$ cat src/hw/rtl/bcte_pkg.sv
package bcte_pkg;

    localparam int REG_W       = 7;
    localparam int VAL_W       = 8;
    localparam int FUNC_W      = 3;

    localparam int IN_TDATA_W  = 32;
    localparam int IN_TUSER_W  = FUNC_W;
    localparam int OUT_TDATA_W = 24;
    localparam int OUT_TUSER_W = 1;

    // Hours register layout.
    localparam int FMT_POS = 6;
    localparam int PM_POS  = 5;

    typedef enum logic [FUNC_W-1:0] {
        FUNC_SET_TIME      = 3'd0,
        FUNC_INC_HOUR      = 3'd1,
        FUNC_DEC_HOUR      = 3'd2,
        FUNC_INC_MIN       = 3'd3,
        FUNC_DEC_MIN       = 3'd4,
        FUNC_SET_FORMAT    = 3'd5,
        FUNC_TOGGLE_FORMAT = 3'd6,
        FUNC_INVALID       = 3'd7
    } t_func;

    typedef struct packed {
        t_func              func;
        logic [VAL_W-1:0]   hour_value;
        logic [VAL_W-1:0]   minute_value;
        logic [VAL_W-1:0]   second_value;
        logic               pm_flag;
        logic               want_12_hour;
    } t_cmd;

    typedef struct packed {
        logic [REG_W-1:0]   hours;
        logic [REG_W-1:0]   minutes;
        logic [REG_W-1:0]   seconds;
    } t_regs;

endpackage

$ cat src/hw/rtl/bcte_edit.sv
module bcte_edit (
    input  bcte_pkg::t_cmd  i_cmd,
    input  bcte_pkg::t_regs i_regs,
    output bcte_pkg::t_regs o_regs,
    output logic            o_accepted
);
    import bcte_pkg::*;

    // Binary to packed BCD for values below 64; tens = floor(v * 13 / 128).
    function automatic logic [6:0] to_bcd(input logic [5:0] v);
        logic [9:0] prod;
        logic [2:0] tens;
        logic [6:0] tens_x10;
        logic [3:0] ones;
        begin
            prod     = 10'(v) * 10'd13;
            tens     = prod[9:7];
            tens_x10 = 7'(tens) * 7'd10;
            ones     = 4'(7'(v) - tens_x10);
            to_bcd   = {tens, ones};
        end
    endfunction

    function automatic logic [6:0] conv_12_to_24(input logic [6:0] h);
        logic [3:0] ones;
        logic [1:0] tens;
        begin
            ones = h[3:0];
            tens = {1'b0, h[4]};
            if (h[PM_POS]) begin
                if (tens == 2'd0) begin
                    if (ones < 4'd8) begin
                        ones = ones + 4'd2;
                        tens = 2'd1;
                    end else begin
                        ones = ones - 4'd8;
                        tens = 2'd2;
                    end
                end else if (ones < 4'd2) begin
                    ones = ones + 4'd2;
                    tens = 2'd2;
                end
            end else if (ones == 4'd2 && tens == 2'd1) begin
                ones = 4'd0;
                tens = 2'd0;
            end
            conv_12_to_24 = {1'b0, tens, ones};
        end
    endfunction

    function automatic logic [6:0] conv_24_to_12(input logic [6:0] h);
        logic [3:0] ones;
        logic [1:0] tens;
        logic       pm;
        begin
            ones = h[3:0];
            tens = h[5:4];
            pm   = 1'b0;
            if (tens == 2'd1) begin
                if (ones > 4'd2) begin
                    pm   = 1'b1;
                    ones = ones - 4'd2;
                    tens = 2'd0;
                end else if (ones == 4'd2) begin
                    pm = 1'b1;
                end
            end else if (tens == 2'd2) begin
                pm = 1'b1;
                if (ones >= 4'd2) begin
                    ones = ones - 4'd2;
                    tens = 2'd1;
                end else begin
                    ones = ones + 4'd8;
                    tens = 2'd0;
                end
            end else if (ones == 4'd0) begin
                ones = 4'd2;
                tens = 2'd1;
            end
            conv_24_to_12 = {1'b1, pm, tens[0], ones};
        end
    endfunction

    function automatic logic [6:0] hour_step(input logic [6:0] h, input logic up);
        logic [3:0] ones;
        logic [1:0] tens;
        logic       pm;
        begin
            ones = h[3:0];
            pm   = h[PM_POS];
            if (h[FMT_POS]) begin
                tens = {1'b0, h[4]};
                if (up) begin
                    if (tens[0]) begin
                        if (ones == 4'd2) begin
                            ones = 4'd1;
                            tens = 2'd0;
                        end else begin
                            ones = ones + 4'd1;
                            if (ones == 4'd2) begin
                                pm = ~pm;
                            end
                        end
                    end else if (ones >= 4'd9) begin
                        ones = 4'd0;
                        tens = 2'd1;
                    end else begin
                        ones = ones + 4'd1;
                    end
                end else begin
                    if (tens[0]) begin
                        if (ones == 4'd0) begin
                            ones = 4'd9;
                            tens = 2'd0;
                        end else begin
                            ones = ones - 4'd1;
                            if (ones == 4'd1) begin
                                pm = ~pm;
                            end
                        end
                    end else if (ones == 4'd1) begin
                        ones = 4'd2;
                        tens = 2'd1;
                    end else begin
                        ones = ones - 4'd1;
                    end
                end
                hour_step = {1'b1, pm, tens[0], ones};
            end else begin
                tens = h[5:4];
                if (up) begin
                    if (tens == 2'd2) begin
                        if (ones >= 4'd3) begin
                            ones = 4'd0;
                            tens = 2'd0;
                        end else begin
                            ones = ones + 4'd1;
                        end
                    end else if (ones >= 4'd9) begin
                        ones = 4'd0;
                        tens = tens + 2'd1;
                    end else begin
                        ones = ones + 4'd1;
                    end
                end else begin
                    if (tens != 2'd0) begin
                        if (ones == 4'd0) begin
                            ones = 4'd9;
                            tens = tens - 2'd1;
                        end else begin
                            ones = ones - 4'd1;
                        end
                    end else if (ones == 4'd0) begin
                        ones = 4'd3;
                        tens = 2'd2;
                    end else begin
                        ones = ones - 4'd1;
                    end
                end
                hour_step = {1'b0, tens, ones};
            end
        end
    endfunction

    function automatic logic [6:0] minute_step(input logic [6:0] m, input logic up);
        logic [3:0] ones;
        logic [2:0] tens;
        begin
            ones = m[3:0];
            tens = m[6:4];
            if (up) begin
                if (tens == 3'd5) begin
                    if (ones == 4'd9) begin
                        ones = 4'd0;
                        tens = 3'd0;
                    end else begin
                        ones = ones + 4'd1;
                    end
                end else if (ones == 4'd9) begin
                    ones = 4'd0;
                    tens = tens + 3'd1;
                end else begin
                    ones = ones + 4'd1;
                end
            end else if (ones == 4'd0) begin
                ones = 4'd9;
                tens = (tens == 3'd0) ? 3'd5 : tens - 3'd1;
            end else begin
                ones = ones - 4'd1;
            end
            minute_step = {tens, ones};
        end
    endfunction

    logic       w_is12;
    logic       w_min_ok;
    logic       w_sec_ok;
    logic       w_hour12_ok;
    logic       w_hour24_ok;
    logic [5:0] w_hour12_bin;
    logic [5:0] w_hour24_bin;
    logic [6:0] w_hour12_bcd;
    logic [6:0] w_hour24_bcd;
    logic [6:0] w_set_hours;
    logic [6:0] w_conv_hours;

    assign w_is12      = i_regs.hours[FMT_POS];
    assign w_min_ok    = i_cmd.minute_value < VAL_W'(60);
    assign w_sec_ok    = i_cmd.second_value < VAL_W'(60);
    assign w_hour12_ok = i_cmd.hour_value <= VAL_W'(12);
    assign w_hour24_ok = i_cmd.hour_value < VAL_W'(24);

    // In 12-hour form hour zero is stored as twelve.
    assign w_hour12_bin = (i_cmd.hour_value == '0) ? 6'd12 : i_cmd.hour_value[5:0];
    // In 24-hour form the PM flag only moves morning hours into the afternoon.
    assign w_hour24_bin = (i_cmd.pm_flag && i_cmd.hour_value < VAL_W'(12))
                        ? i_cmd.hour_value[5:0] + 6'd12 : i_cmd.hour_value[5:0];

    assign w_hour12_bcd = to_bcd(w_hour12_bin);
    assign w_hour24_bcd = to_bcd(w_hour24_bin);

    assign w_set_hours  = w_is12
                        ? {1'b1, i_cmd.pm_flag, w_hour12_bcd[4:0]}
                        : {1'b0, w_hour24_bcd[5:0]};
    assign w_conv_hours = w_is12 ? conv_12_to_24(i_regs.hours)
                                 : conv_24_to_12(i_regs.hours);

    always_comb begin
        o_regs     = i_regs;
        o_accepted = 1'b1;
        case (i_cmd.func)
            FUNC_SET_TIME: begin
                if (w_min_ok && w_sec_ok && (w_is12 ? w_hour12_ok : w_hour24_ok)) begin
                    o_regs.hours   = w_set_hours;
                    o_regs.minutes = to_bcd(i_cmd.minute_value[5:0]);
                    o_regs.seconds = to_bcd(i_cmd.second_value[5:0]);
                end else begin
                    o_accepted = 1'b0;
                end
            end
            FUNC_INC_HOUR: o_regs.hours = hour_step(i_regs.hours, 1'b1);
            FUNC_DEC_HOUR: o_regs.hours = hour_step(i_regs.hours, 1'b0);
            FUNC_INC_MIN:  o_regs.minutes = minute_step(i_regs.minutes, 1'b1);
            FUNC_DEC_MIN:  o_regs.minutes = minute_step(i_regs.minutes, 1'b0);
            FUNC_SET_FORMAT: begin
                if (w_is12 != i_cmd.want_12_hour) begin
                    o_regs.hours = w_conv_hours;
                end
            end
            FUNC_TOGGLE_FORMAT: o_regs.hours = w_conv_hours;
            default: o_accepted = 1'b0;
        endcase
    end

endmodule

$ cat src/hw/rtl/bcd_clock_time_register_editor.sv
// A command beat passes the command register, then the result register, to the output.
// Throughput: one command per cycle while the output is not stalled; the edit is a
// single combinational pass between the command register and the result register.
// Reset (synchronous, active low) clears both stages and the time registers,
// which then read midnight in 24-hour form.
module bcd_clock_time_register_editor (
    input  logic                                i_clk,
    input  logic                                i_rst_n,
    input  logic                                s_axis_tvalid,
    output logic                                s_axis_tready,
    // hour_value[7:0], minute_value[15:8], second_value[23:16], pm_flag[24],
    // want_12_hour[25], zero fill above
    input  logic [bcte_pkg::IN_TDATA_W-1:0]     s_axis_tdata,
    // func[2:0]
    input  logic [bcte_pkg::IN_TUSER_W-1:0]     s_axis_tuser,
    output logic                                m_axis_tvalid,
    input  logic                                m_axis_tready,
    // seconds_bcd[6:0], minutes_bcd[13:7], hours_bcd[20:14], zero fill above
    output logic [bcte_pkg::OUT_TDATA_W-1:0]    m_axis_tdata,
    // accepted[0]
    output logic [bcte_pkg::OUT_TUSER_W-1:0]    m_axis_tuser
);
    import bcte_pkg::*;

    localparam int OutPadW = OUT_TDATA_W - 3 * REG_W;

    logic   r_in_valid;
    t_cmd   r_cmd;
    t_regs  r_regs;
    logic   r_out_valid;
    t_regs  r_out_regs;
    logic   r_out_accepted;

    t_regs  n_regs;
    logic   n_accepted;
    logic   w_in_beat;
    logic   w_advance;

    assign w_advance     = r_in_valid && (!r_out_valid || m_axis_tready);
    assign s_axis_tready = !r_in_valid || w_advance;
    assign w_in_beat     = s_axis_tvalid && s_axis_tready;

    bcte_edit u_edit (
        .i_cmd      (r_cmd),
        .i_regs     (r_regs),
        .o_regs     (n_regs),
        .o_accepted (n_accepted)
    );

    always_ff @(posedge i_clk) begin
        if (!i_rst_n) begin
            r_in_valid  <= 1'b0;
            r_out_valid <= 1'b0;
            r_regs      <= '0;
        end else begin
            if (w_in_beat) begin
                r_in_valid <= 1'b1;
            end else if (w_advance) begin
                r_in_valid <= 1'b0;
            end
            if (w_advance) begin
                r_out_valid <= 1'b1;
                r_regs      <= n_regs;
            end else if (m_axis_tready) begin
                r_out_valid <= 1'b0;
            end
        end
    end

    always_ff @(posedge i_clk) begin
        if (w_in_beat) begin
            r_cmd.func         <= t_func'(s_axis_tuser[FUNC_W-1:0]);
            r_cmd.hour_value   <= s_axis_tdata[7:0];
            r_cmd.minute_value <= s_axis_tdata[15:8];
            r_cmd.second_value <= s_axis_tdata[23:16];
            r_cmd.pm_flag      <= s_axis_tdata[24];
            r_cmd.want_12_hour <= s_axis_tdata[25];
        end
        if (w_advance) begin
            r_out_regs     <= n_regs;
            r_out_accepted <= n_accepted;
        end
    end

    assign m_axis_tvalid = r_out_valid;
    assign m_axis_tdata  = {OutPadW'(0), r_out_regs.hours, r_out_regs.minutes,
                            r_out_regs.seconds};
    assign m_axis_tuser  = OUT_TUSER_W'(r_out_accepted);

    // The result on the output always mirrors the live time registers.
    a_out_mirrors_regs: assert property (@(posedge i_clk) disable iff (!i_rst_n)
        r_out_valid |-> (r_out_regs == r_regs))
        else $error("output beat differs from time registers");

    // A rejected command leaves every time register untouched.
    a_reject_holds: assert property (@(posedge i_clk) disable iff (!i_rst_n)
        (w_advance && !n_accepted) |=> $stable(r_regs))
        else $error("rejected command changed the time registers");

    // The invalid code is never reported as accepted.
    a_invalid_rejected: assert property (@(posedge i_clk) disable iff (!i_rst_n)
        (w_advance && r_cmd.func == FUNC_INVALID) |=> (m_axis_tuser == '0))
        else $error("invalid command reported as accepted");

    // Minute stepping never touches the hours or seconds.
    a_minute_step_local: assert property (@(posedge i_clk) disable iff (!i_rst_n)
        (w_advance && (r_cmd.func == FUNC_INC_MIN || r_cmd.func == FUNC_DEC_MIN))
        |=> ($stable(r_regs.hours) && $stable(r_regs.seconds)))
        else $error("minute step changed hours or seconds");

endmodule
$ cat config.mk
export PLATFORM = sky130hd
export DESIGN_NAME = bcd_clock_time_register_editor
export DESIGN_NICKNAME = d
export VERILOG_FILES = /design/src/hw/rtl/bcte_pkg.sv /design/src/hw/rtl/bcte_edit.sv /design/src/hw/rtl/bcd_clock_time_register_editor.sv
export SDC_FILE = /design/constraint.sdc
export NUM_CORES = 1
export LEC_CHECK = 0
export BUFFER_PORTS_ARGS = -buffer_cell sky130_fd_sc_hd__buf_2
export CORE_MARGIN = 4
export CORE_UTILIZATION = 40
export DETAILED_ROUTE_END_ITERATION = 8
export PLACE_DENSITY_LB_ADDON = 0.15
export SLEW_MARGIN = 30
export SYNTH_ARGS = -nofsm -noshare
export SYNTH_HDL_FRONTEND = slang
export SYNTH_HIERARCHICAL = 1
export SYNTH_SLANG_ARGS = --single-unit
$ cat constraint.sdc
create_clock -name i_clk -period 14.6 [get_ports i_clk]
set_input_delay 0 -clock i_clk [delete_from_list [all_inputs] [get_ports i_clk]]
set_output_delay 0 -clock i_clk [all_outputs]
set_load 0.05 [all_outputs]
==> insert_results.sql <==
INSERT INTO impl_metrics (metric_group, metric, value, unit) VALUES
('floorplanning', 'core_region_area', '15400', 'sq um'),
('synth', 'synthArstFlopShare', '0', '%'),
('finish', 'final_common_cell', 'sky130_fd_sc_hd__nand2_1', ''),
('timing', 'finalHoldViolCount', '0', ''),
('clock_tree', 'tritoncts', 'yes', ''),
('floorplanning', 'chipHeight', '135', 'microns'),
('finish', 'n_antenna_cell', '0', ''),
('synth', 'syn-instance-count', '698', ''),
('finish', 'design.final.nets', '921', ''),
('clock_tree', 'ctsHtreeMaxLevel', '3', ''),
('critical_path', 'critical_path_buf_inv_count', '3', ''),
('timing', 'setup_viol', '0', ''),
('grt', 'grt_max_degree', '45', ''),
('critical_path', 'critPathLaunchType', 'register', ''),
('clock_tree', 'cts_repair_resize_count', '0', ''),
('placed_design', 'place_worst_setup_slack', '8.97', 'ns'),
('clock_tree', 'clock_tree.root_cell', 'sky130_fd_sc_hd__clkbuf_16', ''),
('route', 'drt.antenna.violating_nets', '0', ''),
('grt', 'grt_first_pass_wirelength', '25800', 'microns'),
('synth', 'synth-edff-count', '51', ''),
('finish', 'post_route_cells_drive_above_1_share', '12.3', '%'),
('pwr', 'irDropWorstVdd', '59.8', 'uV'),
('timing', 'timing.final.ws_setup', '8.88', 'ns'),
('synth', 'synthesis.area_per_instance', '9.17', 'sq um'),
('critical_path', 'end_kind', 'register', ''),
('timing', 'setup_tns', '0', 'ns'),
('grt', 'grt_remaining_overflow', '0', ''),
('critical_path', 'cp_top_family', 'adder cells', ''),
('critical_path', 'critical_path_arrival', '5.98', 'ns'),
('placed_design', 'routabilityCongestion', '0.920', ''),
('finish', 'area_growth', '16.3', '%'),
('clock_tree', 'maximum_count_of_clock_buffers_along_a_single_path', '2', ''),
('pwr', 'power.leakage', '3.15', 'nW'),
('critical_path', 'worst-setup-path-type', 'reg2reg', ''),
('synth', 'synth.yosys.seq_area_share', '31.1', '%'),
('pwr', 'total_power', '669', 'uW'),
('synth', 'synth-main-ff-cell', 'sky130_fd_sc_hd__edfxtp_1', ''),
('grt', 'groute.usage.overall', '17.4', '%'),
('clock_tree', 'clkSlewWorstSetupHoldPaths', '0.06', 'ns'),
('route', 'detailroute.via_count', '5269', ''),
('outcome', 'run_status', 'completed', ''),
('placed_design', 'port_buffers', '56', ''),
('timing', 'slew_headroom', '48.2', '%'),
('clock_tree', 'insertion_delay', '0.34', 'ns'),
('timing', 'finalWorstPathRequiredPeriod', '5.72', 'ns'),
('route', 'wire_per_inst', '15.7', 'microns'),
('timing', 'max_freq', '175', 'MHz'),
('route', 'via_per_inst', '5.31', ''),
('floorplanning', 'placementRows', '45', ''),
('placed_design', 'dp_hpwl', '11600', 'microns'),
('floorplanning', 'start_util', '41.5', '%'),
('timing', 'min_period_over_period', '39.2', '%'),
('floorplanning', 'die_w', '135', 'microns'),
('clock_tree', 'cts_sinks', '74', ''),
('synth', 'synth_cell_type_count', '76', ''),
('clock_tree', 'tritoncts.num_buffers', '9', ''),
('timing', 'timing.clock.skew', '0.00833', 'ns'),
('clock_tree', 'post-cts-setup-buffer-count', '0', ''),
('route', 'drt_drc_violations_left', '0', ''),
('synth', 'post_synth_instance_area', '6400', 'sq um'),
('critical_path', 'worst_ep_required_time', '14.86', 'ns'),
('synth', 'ys_ff_latch', '74', ''),
('route', 'firstDrtPassIters', '7', ''),
('grt', 'number_of_antenna_violations_at_the_first_check_in_global_routing', '0', ''),
('critical_path', 'cp_slowest_stage_delay', '0.56', 'ns'),
('route', 'detail_route.iter0.violations', '393', ''),
('timing', 'unrepaired_setup_endpoints_after_global_routing', 'no', ''),
('floorplanning', 'boundaryPins', '66', ''),
('route', 'finalWirelength', '15500', 'microns'),
('timing', 'worst_pin_slew', '0.776', 'ns'),
('pwr', 'power_density', '89.8', 'nW/um^2'),
('min_path', 'holdCritPathClass', 'in2reg', ''),
('floorplanning', 'area_enclosed_by_the_die_boundary', '18100', 'sq um'),
('synth', 'synth_warnings', '6', ''),
('critical_path', 'critical-path-slowest-cell', 'sky130_fd_sc_hd__o31ai_1', ''),
('finish', 'layout.cells.most_common_list', 'sky130_fd_sc_hd__nand2_1, sky130_fd_sc_hd__ha_1, sky130_fd_sc_hd__inv_1', ''),
('timing', 'maxSlewViolCount', '0', ''),
('critical_path', 'worstPathMaxFanout', '5', ''),
('timing', 'hold-worst-slack', '0.0142', 'ns'),
('job', 'maxCapViolCount', '0', ''),
('critical_path', 'crit_path_cell_trace', 'inv_1 -> ha_1 -> and4bb_2 -> nand2_1 -> o21ai_1 -> ha_1 -> inv_1 -> fa_1 -> inv_1 -> ha_1 -> nand3_1 -> nor4_1 -> a2111oi_2 -> xnor2_1 -> fa_1 -> xor2_1 -> xnor2_1 -> xnor3_1 -> o31ai_1 -> nand2_1 -> mux2i_1', ''),
('grt', 'first_global_vias', '5204', '');
sequential cells by signal (all words and copies together), names as in the netlist:
name / count
r_in_valid: 1
r_cmd: 29
m_axis_tvalid: 1
r_regs: 21
m_axis_tuser: 1
m_axis_tdata: 21
kinds of logic (layout without fill, tap and decap cells):
logic type | count (synthesis) | count (layout) | synth area share [%]
buf+inv | 103 | 184 | 7.00
simple gates | 221 | 221 | 16.6
mux | 28 | 28 | 4.42
flops | 74 | 74 | 31.1
compound gates | 137 | 137 | 14.7
xor+xnor | 28 | 28 | 4.04
fa+ha+maj | 106 | 106 | 22.1
other cells | 1 | 3 | 0.0586
metrics by stage:
step | std cells | utilization [%] | area [sq um]
3_3_place_gp | 946 | 44.3 | 6840
3_5_place_dp | 946 | 44.3 | 6840
6_report | 992 | 48.3 | 7450
2_1_floorplan | 700 | - | 6410
5_1_grt | 992 | 48.3 | 7450
4_1_cts | 992 | 48.2 | 7440
cell usage after synthesis (all sizes together) (3+ instances only):
cell	count	area, sq um
nor3	14	70.1
fa	12	240
mux2i	26	260
and2	7	43.8
o2111ai	4	35.0
a22oi	4	30.0
o22ai	4	25.0
clkbuf	10	37.5
nor3b	5	42.5
nor2b	10	72.6
xnor2	19	166
nand2b	12	75.1
edfxtp	51	1530
nor2	34	128
dfxtp	23	460
o221ai	3	26.3
a31oi	4	25.0
or2	3	18.8
o21a	5	37.5
nor4	4	25.0
ha	94	1180
xor2	8	70.1
o31ai	7	57.6
inv	75	282
a21oi	20	100
nand4	7	43.8
nand3	12	60.1
nand2	101	379
o211ai	10	75.1
a211oi	14	115
or3b	3	26.3
o21ai	37	185
a21boi	3	26.3
buf	16	121
timing repair:
| action | in CTS | in global routing |
|---|---|---|
| hold endpoints to repair | 30 | 0 |
| setup endpoints to repair | 0 | 0 |
| hold buffers | 30 | 0 |
final cells by class:
type,count,area [sq um]
Multi-Input combinational cell,523,3980
Clock inverter,7,76.3
Fill cell,1473,7980
Inverter,77,289
Clock buffer,9,225
Tap cell,211,264
Timing Repair Buffer,91,618
Sequential cell,74,1990
power breakdown:
group | internal, mW | leakage (nW) | switching [mW] | total, mW
Combinational | 0.0851 | 2.33 | 0.116 | 0.201
Clock | 0.133 | 0.142 | 0.0903 | 0.224
Sequential | 0.235 | 0.675 | 0.00910 | 0.244
Total | 0.454 | 3.15 | 0.215 | 0.669
worst reg2reg max path: cells and delay by family (launching register included):
family / cells / cell delay (ns)
xor gates and xnor gates: 4 / 0.92
DFF: 1 / 0.48
and+or+nand+nor: 5 / 1.07
adders and majority gates: 5 / 1.68
buffers and inverters: 3 / 0.27
AOI/OAI and AO/OA: 3 / 1.08
muxes: 1 / 0.14
routing by layer:
| layer | GRT usage (%) | share of wire [%] | up-vias |
|---|---|---|---|
| met5 | 0 | 0 | - |
| met4 | 4.41 | 0.95 | 0 |
| met3 | 3.09 | 4.2 | 13 |
| met2 | 28.5 | 46 | 118 |
| met1 | 23.9 | 49 | 2524 |
| li1 | - | - | 2614 |
final timing paths:
kind                      start             to  slack, ns  cells after the start
setup / recovery      r_cmd[23]     r_regs[17]       8.88                     21
hold / removal    m_axis_tready  m_axis_tvalid       0.01                      3
setup reg to reg      r_cmd[23]     r_regs[17]       8.88                     21
hold reg to reg       r_regs[0]      r_regs[0]       0.46                      2
Power figures use the tool's default switching activity.
